## config.mk

```make
export PLATFORM = sky130hd
export DESIGN_NAME = square_fold_four_lane_hash
export DESIGN_NICKNAME = d
export VERILOG_FILES = /design/src/sfh_pkg.sv /design/src/sfh_datapath.sv /design/src/sfh_ctrl.sv /design/src/square_fold_four_lane_hash.sv
export VERILOG_INCLUDE_DIRS = /design/src /design/src/src
export SDC_FILE = /design/constraint.sdc
export NUM_CORES = 2
export LEC_CHECK = 0
export ABC_AREA = 1
export BUFFER_PORTS_ARGS = -buffer_cell sky130_fd_sc_hd__buf_4
export CAP_MARGIN = 20
export CELL_PAD_IN_SITES_DETAIL_PLACEMENT = 0
export CELL_PAD_IN_SITES_GLOBAL_PLACEMENT = 1
export CORE_ASPECT_RATIO = 1.1
export CORE_MARGIN = 2
export CORE_UTILIZATION = 30
export DETAILED_ROUTE_END_ITERATION = 12
export MAX_ROUTING_LAYER = met4
export PLACE_DENSITY_LB_ADDON = 0.3
export SLEW_MARGIN = 0
export SYNTH_ARGS = -nofsm -noshare
export SYNTH_HDL_FRONTEND = slang
export SYNTH_SLANG_ARGS = --single-unit
```

## constraint.sdc

```tcl
create_clock -name aclk -period 7.6 [get_ports aclk]
set_input_delay 1.9 -clock aclk [delete_from_list [all_inputs] [get_ports aclk]]
set_output_delay 1.9 -clock aclk [all_outputs]
set_load 0.03 [all_outputs]
```

## src/assert_macros.svh

```systemverilog
// ----------------------------------------------------------------------------
// assert_macros.svh
// Assertion shorthands on the aclk / aresetn clock and reset pair.
// ----------------------------------------------------------------------------
`ifndef ASSERT_MACROS_SVH
`define ASSERT_MACROS_SVH

// check a property on every aclk edge outside reset
`define SFH_ASSERT(label, prop, msg) \
    label: assert property (@(posedge aclk) disable iff (!aresetn) (prop)) else $error(msg);

// check that a condition implies another in the next cycle
`define SFH_ASSERT_NEXT(label, pre, post, msg) \
    label: assert property (@(posedge aclk) disable iff (!aresetn) (pre) |=> (post)) \
        else $error(msg);

`endif

```

## src/sfh_pkg.sv

```systemverilog
`timescale 1ns / 1ps
// ----------------------------------------------------------------------------
// sfh_pkg
// Constants, command types and key selection for the square-fold hash.
// ----------------------------------------------------------------------------
package sfh_pkg;

    localparam int          LENGTH_BITS_DEF = 32;
    localparam int          SEED_W          = 64;
    localparam int          LEN_W           = 32;
    localparam int          WORD_W          = 64;
    localparam int          MIX_ROT         = 17;
    localparam logic [63:0] GOLD            = 64'h9E3779B97F4A7C15;
    localparam logic [63:0] MIXK1           = 64'h85EBCA77C2B2AE3D;
    localparam logic [63:0] MIXK2           = 64'hBF58476D1CE4E5B9;

    typedef enum logic [3:0] {
        OP_NONE,
        OP_ACCEPT,
        OP_LEN0,
        OP_LEN1,
        OP_LEN2,
        OP_LEN3,
        OP_PREP,
        OP_SQ0,
        OP_SQ1,
        OP_SQ2,
        OP_SQ3,
        OP_FIN,
        OP_LOAD
    } op_t;

    typedef enum logic [3:0] {
        ST_IDLE,
        ST_LEN0,
        ST_LEN1,
        ST_LEN2,
        ST_LEN3,
        ST_PREP,
        ST_SQ0,
        ST_SQ1,
        ST_SQ2,
        ST_SQ3,
        ST_FIN,
        ST_OUT
    } state_t;

    typedef struct packed {
        op_t        op;
        logic       fin;
        logic [1:0] round;
    } cmd_t;

    typedef struct packed {
        logic in_msg;
        logic rem_zero;
    } status_t;

    function automatic logic [63:0] mix_key(input logic [1:0] sel);
        logic [63:0] k;
        case (sel)
            2'd0:    k = GOLD;
            2'd1:    k = MIXK1;
            2'd2:    k = MIXK2;
            default: k = GOLD;
        endcase
        return k;
    endfunction

endpackage

```

## src/sfh_datapath.sv

```systemverilog
`timescale 1ns / 1ps
// ----------------------------------------------------------------------------
// sfh_datapath
// Lane accumulators, byte count, shared 32x32 multiplier and square-fold mix.
// ----------------------------------------------------------------------------
module sfh_datapath
    import sfh_pkg::*;
#(
    parameter int LENGTH_BITS = LENGTH_BITS_DEF
) (
    input  logic                aclk,
    input  logic                aresetn,
    input  cmd_t                cmd,
    output status_t             st,
    input  logic [SEED_W-1:0]   seed,
    input  logic [LEN_W-1:0]    message_length,
    input  logic [WORD_W-1:0]   data_word,
    output logic [63:0]         digest
);

    logic [63:0]            acc_reg [4];
    logic [LENGTH_BITS-1:0] rem_reg, rem_next;
    logic [1:0]             slot_reg, slot_next;
    logic                   full_reg, full_next;
    logic                   in_msg_reg, in_msg_next;
    logic [63:0]            word_reg;
    logic [63:0]            z_reg;
    logic [1:0]             lane_reg;
    logic [63:0]            prod_reg;
    logic [63:0]            p00_reg;
    logic [63:0]            p01_reg;
    logic [63:0]            digest_reg;

    logic                   first;
    logic                   full_eff;
    logic                   rem_ge8;
    logic [1:0]             lane_eff;
    logic [63:0]            word_mask;
    logic [63:0]            len64;
    logic [31:0]            mul_a, mul_b;
    logic [63:0]            len_prod;
    logic [33:0]            mid;
    logic [63:0]            sq_lo, sq_hi, fold_k, mix_out;

    assign first    = !in_msg_reg;
    assign rem_ge8  = (rem_reg >= LENGTH_BITS'(8));
    assign full_eff = full_reg || (slot_reg == 2'd0 && rem_reg >= LENGTH_BITS'(32));
    assign lane_eff = full_eff ? slot_reg : 2'd0;
    assign len64    = 64'(rem_reg);

    always_comb begin
        for (int i = 0; i < 8; i++) begin
            word_mask[i*8 +: 8] = (rem_ge8 || 3'(i) < rem_reg[2:0]) ? word_reg[i*8 +: 8] : 8'h00;
        end
    end

    always_comb begin
        case (cmd.op)
            OP_LEN0: begin
                mul_a = len64[31:0];
                mul_b = GOLD[31:0];
            end
            OP_LEN1: begin
                mul_a = len64[31:0];
                mul_b = GOLD[63:32];
            end
            OP_LEN2: begin
                mul_a = len64[63:32];
                mul_b = GOLD[31:0];
            end
            OP_SQ1: begin
                mul_a = z_reg[31:0];
                mul_b = z_reg[63:32];
            end
            OP_SQ2: begin
                mul_a = z_reg[63:32];
                mul_b = z_reg[63:32];
            end
            default: begin
                mul_a = z_reg[31:0];
                mul_b = z_reg[31:0];
            end
        endcase
    end

    assign len_prod = p00_reg + {p01_reg[31:0] + prod_reg[31:0], 32'h0};

    assign mid     = {2'b00, p00_reg[63:32]} + {2'b00, p01_reg[31:0]} + {2'b00, p01_reg[31:0]};
    assign sq_lo   = {mid[31:0], p00_reg[31:0]};
    assign sq_hi   = prod_reg + {31'h0, p01_reg[63:32], 1'b0} + {62'h0, mid[33:32]};
    assign fold_k  = (sq_lo ^ sq_hi) ^ mix_key(cmd.fin ? cmd.round : lane_reg);
    assign mix_out = (fold_k << MIX_ROT) | (fold_k >> (64 - MIX_ROT));

    always_comb begin
        in_msg_next = in_msg_reg;
        rem_next    = rem_reg;
        slot_next   = slot_reg;
        full_next   = full_reg;
        case (cmd.op)
            OP_ACCEPT: begin
                if (first) begin
                    in_msg_next = 1'b1;
                    rem_next    = LENGTH_BITS'(message_length);
                    slot_next   = 2'd0;
                    full_next   = 1'b0;
                end
            end
            OP_PREP: begin
                rem_next  = (full_eff || rem_ge8) ? rem_reg - LENGTH_BITS'(8) : '0;
                slot_next = full_eff ? slot_reg + 2'd1 : slot_reg;
                full_next = full_eff && (slot_reg != 2'd3);
            end
            OP_FIN: begin
                in_msg_next = 1'b0;
                slot_next   = 2'd0;
                full_next   = 1'b0;
            end
            default: begin
            end
        endcase
    end

    always_ff @(posedge aclk) begin
        if (!aresetn) begin
            in_msg_reg <= 1'b0;
            rem_reg    <= '0;
            slot_reg   <= 2'd0;
            full_reg   <= 1'b0;
        end else begin
            in_msg_reg <= in_msg_next;
            rem_reg    <= rem_next;
            slot_reg   <= slot_next;
            full_reg   <= full_next;
        end
    end

    always_ff @(posedge aclk) begin
        prod_reg <= 64'(mul_a) * 64'(mul_b);
        case (cmd.op)
            OP_ACCEPT: begin
                word_reg <= data_word;
                if (first) begin
                    acc_reg[0] <= seed ^ GOLD;
                    acc_reg[1] <= seed ^ MIXK1;
                    acc_reg[2] <= seed ^ MIXK2;
                    acc_reg[3] <= seed;
                end
            end
            OP_LEN1, OP_SQ1: begin
                p00_reg <= prod_reg;
            end
            OP_LEN2, OP_SQ2: begin
                p01_reg <= prod_reg;
            end
            OP_LEN3: begin
                acc_reg[3] <= acc_reg[3] ^ len_prod;
            end
            OP_PREP: begin
                z_reg    <= acc_reg[lane_eff] ^ word_mask;
                lane_reg <= lane_eff;
            end
            OP_SQ3: begin
                if (cmd.fin) begin
                    z_reg <= mix_out;
                end else begin
                    acc_reg[lane_reg] <= mix_out;
                end
            end
            OP_FIN: begin
                z_reg <= acc_reg[0] ^ acc_reg[1] ^ acc_reg[2] ^ acc_reg[3];
            end
            OP_LOAD: begin
                digest_reg <= z_reg;
            end
            default: begin
            end
        endcase
    end

    assign st.in_msg   = in_msg_reg;
    assign st.rem_zero = (rem_reg == '0);
    assign digest      = digest_reg;

endmodule

```

## src/sfh_ctrl.sv

```systemverilog
`timescale 1ns / 1ps
// ----------------------------------------------------------------------------
// sfh_ctrl
// Sequencer for beat intake, length product, mix steps, finish rounds and
// the output register handshake.
// ----------------------------------------------------------------------------
`include "assert_macros.svh"

module sfh_ctrl
    import sfh_pkg::*;
(
    input  logic    aclk,
    input  logic    aresetn,
    input  logic    s_tvalid,
    output logic    s_tready,
    output logic    m_tvalid,
    input  logic    m_tready,
    input  status_t st,
    output cmd_t    cmd
);

    state_t     state_reg, state_next;
    logic [1:0] round_reg, round_next;
    logic       fin_mode_reg, fin_mode_next;
    logic       out_valid_reg, out_valid_next;
    logic       out_free;

    assign out_free = !out_valid_reg || m_tready;

    always_ff @(posedge aclk) begin
        if (!aresetn) begin
            state_reg     <= ST_IDLE;
            round_reg     <= 2'd0;
            fin_mode_reg  <= 1'b0;
            out_valid_reg <= 1'b0;
        end else begin
            state_reg     <= state_next;
            round_reg     <= round_next;
            fin_mode_reg  <= fin_mode_next;
            out_valid_reg <= out_valid_next;
        end
    end

    always_comb begin
        state_next     = state_reg;
        round_next     = round_reg;
        fin_mode_next  = fin_mode_reg;
        out_valid_next = (out_valid_reg && !m_tready);
        cmd.op         = OP_NONE;
        cmd.fin        = fin_mode_reg;
        cmd.round      = round_reg;
        s_tready       = 1'b0;
        case (state_reg)
            ST_IDLE: begin
                s_tready = 1'b1;
                if (s_tvalid) begin
                    cmd.op     = OP_ACCEPT;
                    state_next = st.in_msg ? ST_PREP : ST_LEN0;
                end
            end
            ST_LEN0: begin
                cmd.op     = OP_LEN0;
                state_next = ST_LEN1;
            end
            ST_LEN1: begin
                cmd.op     = OP_LEN1;
                state_next = ST_LEN2;
            end
            ST_LEN2: begin
                cmd.op     = OP_LEN2;
                state_next = ST_LEN3;
            end
            ST_LEN3: begin
                cmd.op     = OP_LEN3;
                state_next = st.rem_zero ? ST_FIN : ST_PREP;
            end
            ST_PREP: begin
                cmd.op     = OP_PREP;
                state_next = ST_SQ0;
            end
            ST_SQ0: begin
                cmd.op     = OP_SQ0;
                state_next = ST_SQ1;
            end
            ST_SQ1: begin
                cmd.op     = OP_SQ1;
                state_next = ST_SQ2;
            end
            ST_SQ2: begin
                cmd.op     = OP_SQ2;
                state_next = ST_SQ3;
            end
            ST_SQ3: begin
                cmd.op = OP_SQ3;
                if (fin_mode_reg) begin
                    if (round_reg == 2'd3) begin
                        state_next = ST_OUT;
                    end else begin
                        round_next = round_reg + 2'd1;
                        state_next = ST_SQ0;
                    end
                end else begin
                    state_next = st.rem_zero ? ST_FIN : ST_IDLE;
                end
            end
            ST_FIN: begin
                cmd.op        = OP_FIN;
                fin_mode_next = 1'b1;
                round_next    = 2'd0;
                state_next    = ST_SQ0;
            end
            ST_OUT: begin
                if (out_free) begin
                    cmd.op         = OP_LOAD;
                    out_valid_next = 1'b1;
                    fin_mode_next  = 1'b0;
                    round_next     = 2'd0;
                    state_next     = ST_IDLE;
                end
            end
            default: begin
                state_next = ST_IDLE;
            end
        endcase
    end

    assign m_tvalid = out_valid_reg;

    `SFH_ASSERT(a_no_intake_in_finish, !(fin_mode_reg && s_tready), "beat taken during finish")
    `SFH_ASSERT(a_round_only_in_finish, (round_reg == 2'd0) || fin_mode_reg, "stray round count")
    `SFH_ASSERT_NEXT(a_load_sets_valid, state_reg == ST_OUT && out_free, m_tvalid, "digest not shown")

endmodule

```

## src/square_fold_four_lane_hash.sv

```systemverilog
`timescale 1ns / 1ps
// ----------------------------------------------------------------------------
// square_fold_four_lane_hash
// Four-lane square-fold hash of a little-endian word stream into a 64-bit
// digest.
//
//   channel  dir  group            payload
//   input    in   s_tvalid/tready  s_tdata: seed, message_length, data_word
//   result   out  m_tvalid/tready  m_tdata: digest
//
// A beat inside a message passes through intake, lane select, and four steps
// of the shared 32x32 multiplier that builds each 64x64 square.
// The first beat of a message adds the length times golden product on that
// multiplier; the closing beat adds the four finish mixes and the output load.
// Reset (aresetn low, synchronous) closes any open message and drops the
// output register. A stalled m_tready holds the digest; intake continues
// until a second digest is ready to load.
// ----------------------------------------------------------------------------
module square_fold_four_lane_hash
    import sfh_pkg::*;
#(
    parameter int LENGTH_BITS = LENGTH_BITS_DEF
) (
    input  logic         aclk,
    input  logic         aresetn,
    input  logic         s_tvalid,
    output logic         s_tready,
    input  logic [159:0] s_tdata,   // seed[63:0], message_length[95:64], data_word[159:96]
    output logic         m_tvalid,
    input  logic         m_tready,
    output logic [63:0]  m_tdata    // digest[63:0]
);

    cmd_t    cmd;
    status_t st;

    sfh_ctrl u_ctrl (
        .aclk     (aclk),
        .aresetn  (aresetn),
        .s_tvalid (s_tvalid),
        .s_tready (s_tready),
        .m_tvalid (m_tvalid),
        .m_tready (m_tready),
        .st       (st),
        .cmd      (cmd)
    );

    sfh_datapath #(
        .LENGTH_BITS (LENGTH_BITS)
    ) u_datapath (
        .aclk           (aclk),
        .aresetn        (aresetn),
        .cmd            (cmd),
        .st             (st),
        .seed           (s_tdata[63:0]),
        .message_length (s_tdata[95:64]),
        .data_word      (s_tdata[159:96]),
        .digest         (m_tdata)
    );

endmodule
```

==> results.txt <==
Synthesized flop and latch total = 686
Worst slew pin tran = 1.19 ns
Peak Freq = 0.121 GHz
Startpoint types = flop
Final number of setup-violating endpoints = 45
Wire per inst = 25.3 µm
Top post-synthesis cells by area = fa_1 23%, edfxtp_1 22%, nand2_1 12%
Clock sink total = 686
RePlAce Congestion = 0.967
Ys flop type = edfxtp_1
CP Capture Type = flop
Drt total wl = 363 mm
Port bufs = 229
Slew Limit Fails = 0
Starting DRC count in detailed routing = 6,475
Mapped Area = 78,000 µm²
Final Instance Count excl. Fillers = 14,355
Gate count of the mapped netlist = 9,597
Share of cells above drive strength 1 = 20.9%
Endpoints failing hold = 0
Max reg flops = 256
Initial core utilization = 30.1%
Final core utilization = 38.6%
Clock slew at reported path FFs = 0.07 ns
Final period utilization = 109%
Crit Path Max Fanout = 7
Vias = 71,440
Core area = 259,000 µm²
HP Class = flop to flop
Cell row count = 196
CTS Buf Count = 83
Largest net degree at the start of global routing = 152
Die Width = 490 µm
Hold buffer count at cts = 0
Largest stage delay, worst path = 0.59 ns
CP dominant cell by count = inv_2
YS warnings = 0
Worst EP required = 8.20 ns
Syn Area/Cell = 8.13 µm²
Area added between synthesis and finish = 28.0%
Via density = 4.98
Setup CP Type = flop to flop
Later-pin clock latency in the skew report = 0.72 ns
Synth Net Count = 11,125
Io pins = 230
Root Buffer = clkbuf_16
RSZ-0062 raised after global routing = true
CTS tree = built
Worst setup margin = -0.647 ns
Number of global-route vias before repair = 72,111
Design Area, Final = 99,900 µm²
R2R cell count = 40
Violated checks = setup timing
GRT Overall Usage = 27.5%
Arrival time at the worst endpoint = 8.84 ns
Distinct cells, synth = 58
Area after DPL = 92,600 µm²
Post-route minimum period = 8.25 ns
DRC errors left = 0
First-pass GRT wire length = 513 mm
Hold Path Stages = 2
Number of buffers and inverters on the critical path = 18
Outcome = complete, but fails checks
Post-route setup TNS = -19.48 ns
Worst path depth = 40
Clk buf depth = 3
Dpl cells = 14,084
Post-synthesis sequential area ratio = 25.0%
CTS H-Tree Depth = 3
Antenna violations before repair = 27
Die Footprint = 264,000 µm²
Nets = 12,350
Worst slew margin = 20.7%
Grt total ovfl = 0
Area share of the leading cell type in the synthesized netlist = 23.2%
Yosys top cell by area = fa_1
Critical-path top delay cell = fa_2
EDFF count, synth = 578
Max-Cap Viols = 0
Die height = 539 µm
Family with the most delay on the worst path = adder cells
DP HPWL = 296 mm
Fraction of registers with async set/reset = 0%
Layout Skew = 0.0673 ns
Post-route ant nets = 0
TritonRoute pass-1 iters = 5
per-stage QoR:
step | worst slack (ns) | hold WS [ns]
2_1_floorplan | 0.0224 | 0.426
3_3_place_gp | -1.08 | 0.449
3_5_place_dp | -1.06 | 0.459
4_1_cts | -0.703 | 0.469
5_1_grt | -0.978 | 0.495
6_report | -0.647 | 0.483
layer usage:
layer  global-route usage (%)  routed length (µm)  up-vias
li1                         -                   -    32601
met1                     34.4              149000    35661
met2                     45.3              172000     2580
met3                     2.62               20500      598
met4                     11.7               20900        0
met5                        -                   0        -
layout make-up:
| cell class | count | area [µm²] |
|---|---|---|
| fillers | 26502 | 159000 |
| multi-input cells | 6988 | 54100 |
| flip-flops and latches | 686 | 19500 |
| repair buffers | 1467 | 13000 |
| inverters | 1596 | 6100 |
| well taps | 3465 | 4340 |
| clock buffers | 101 | 2210 |
| clock inverters | 49 | 574 |
| diodes | 3 | 7.51 |
cells in the final DEF (no fill, tap or decap), types with 50 or more instances in the layout:
cell / Yosys / layout
inv_1: 1543 / 1467
nand3_1: 337 / 312
a21oi_1: 350 / 277
nand2_1: 2443 / 2373
clkbuf_16: 0 / 93
nor2_2: 7 / 55
buf_4: 12 / 1261
ha_1: 462 / 412
nand3b_1: 50 / 50
dfxtp_1: 108 / 104
buf_12: 0 / 120
nand4_1: 136 / 136
fa_2: 0 / 87
xnor2_1: 290 / 281
nor2_1: 956 / 856
buf_6: 2 / 69
fa_1: 902 / 815
inv_2: 37 / 90
nor2_4: 2 / 54
xor2_1: 261 / 251
edfxtp_1: 578 / 578
o21ai_0: 405 / 350
worst paths after layout:
check | startpoint | endpoint | slack, ns
max | u_ctrl.state_reg[0]$_SDFFE_PN0P_ | u_datapath.prod_reg[62]$_DFF_P_ | -0.65
min | u_datapath.full_reg$_SDFFE_PN0P_ | u_datapath.full_reg$_SDFFE_PN0P_ | 0.48
max reg2reg | u_ctrl.state_reg[0]$_SDFFE_PN0P_ | u_datapath.prod_reg[62]$_DFF_P_ | -0.65
min reg2reg | u_datapath.full_reg$_SDFFE_PN0P_ | u_datapath.full_reg$_SDFFE_PN0P_ | 0.48
Yosys cell counts, types with 6 or more instances:
| cell | count |
|---|---|
| a21boi_0 | 14 |
| a21o_1 | 21 |
| a21oi_1 | 350 |
| a22oi_1 | 33 |
| a31oi_1 | 22 |
| and3_1 | 8 |
| buf_1 | 19 |
| buf_2 | 109 |
| buf_4 | 12 |
| clkbuf_1 | 185 |
| clkinv_1 | 14 |
| dfxtp_1 | 108 |
| edfxtp_1 | 578 |
| fa_1 | 902 |
| ha_1 | 462 |
| inv_1 | 1543 |
| inv_2 | 37 |
| nand2_1 | 2443 |
| nand3_1 | 337 |
| nand3b_1 | 50 |
| nand4_1 | 136 |
| nor2_1 | 956 |
| nor2_2 | 7 |
| nor3_1 | 48 |
| nor3b_1 | 10 |
| nor4_1 | 9 |
| o211ai_1 | 48 |
| o21a_1 | 14 |
| o21ai_0 | 405 |
| o21ai_1 | 9 |
| o21ai_2 | 9 |
| o21ai_4 | 6 |
| o21bai_1 | 32 |
| o221ai_1 | 20 |
| o22ai_1 | 14 |
| o22ai_2 | 9 |
| or2_2 | 31 |
| xnor2_1 | 290 |
| xor2_1 | 261 |
tightest hold or removal path: stages, from the launching register on:
cell	delay, ns
dfxtp_1	0.31
nand2_1	0.07
a21oi_1	0.05
what timing repair did:
item / 4_1_cts / 5_1_grt
setup endpoints to repair: 180 / 310
gates resized for setup: 231 / 618
setup buffers: 16 / 98
cloned: 0 / 9
pin swaps: 25 / 274
cell families (layout without fill, tap and decap cells):
| logic type | after synthesis | after routing | synth area share (%) |
|---|---|---|---|
| AO/OA/AOI/OAI | 1028 | 1028 | 7.62 |
| buffers and inverters | 1923 | 3213 | 9.51 |
| adder cells (fa/ha/maj) | 1364 | 1364 | 30.6 |
| AND/OR/NAND/NOR | 4044 | 4044 | 21.1 |
| other | 0 | 3 | 0 |
| XOR/XNOR | 552 | 552 | 6.22 |
| flip-flops | 686 | 686 | 25.0 |
Power is not shown: default switching activity piles up to over one toggle a cycle in this logic, so the estimate is an artifact.
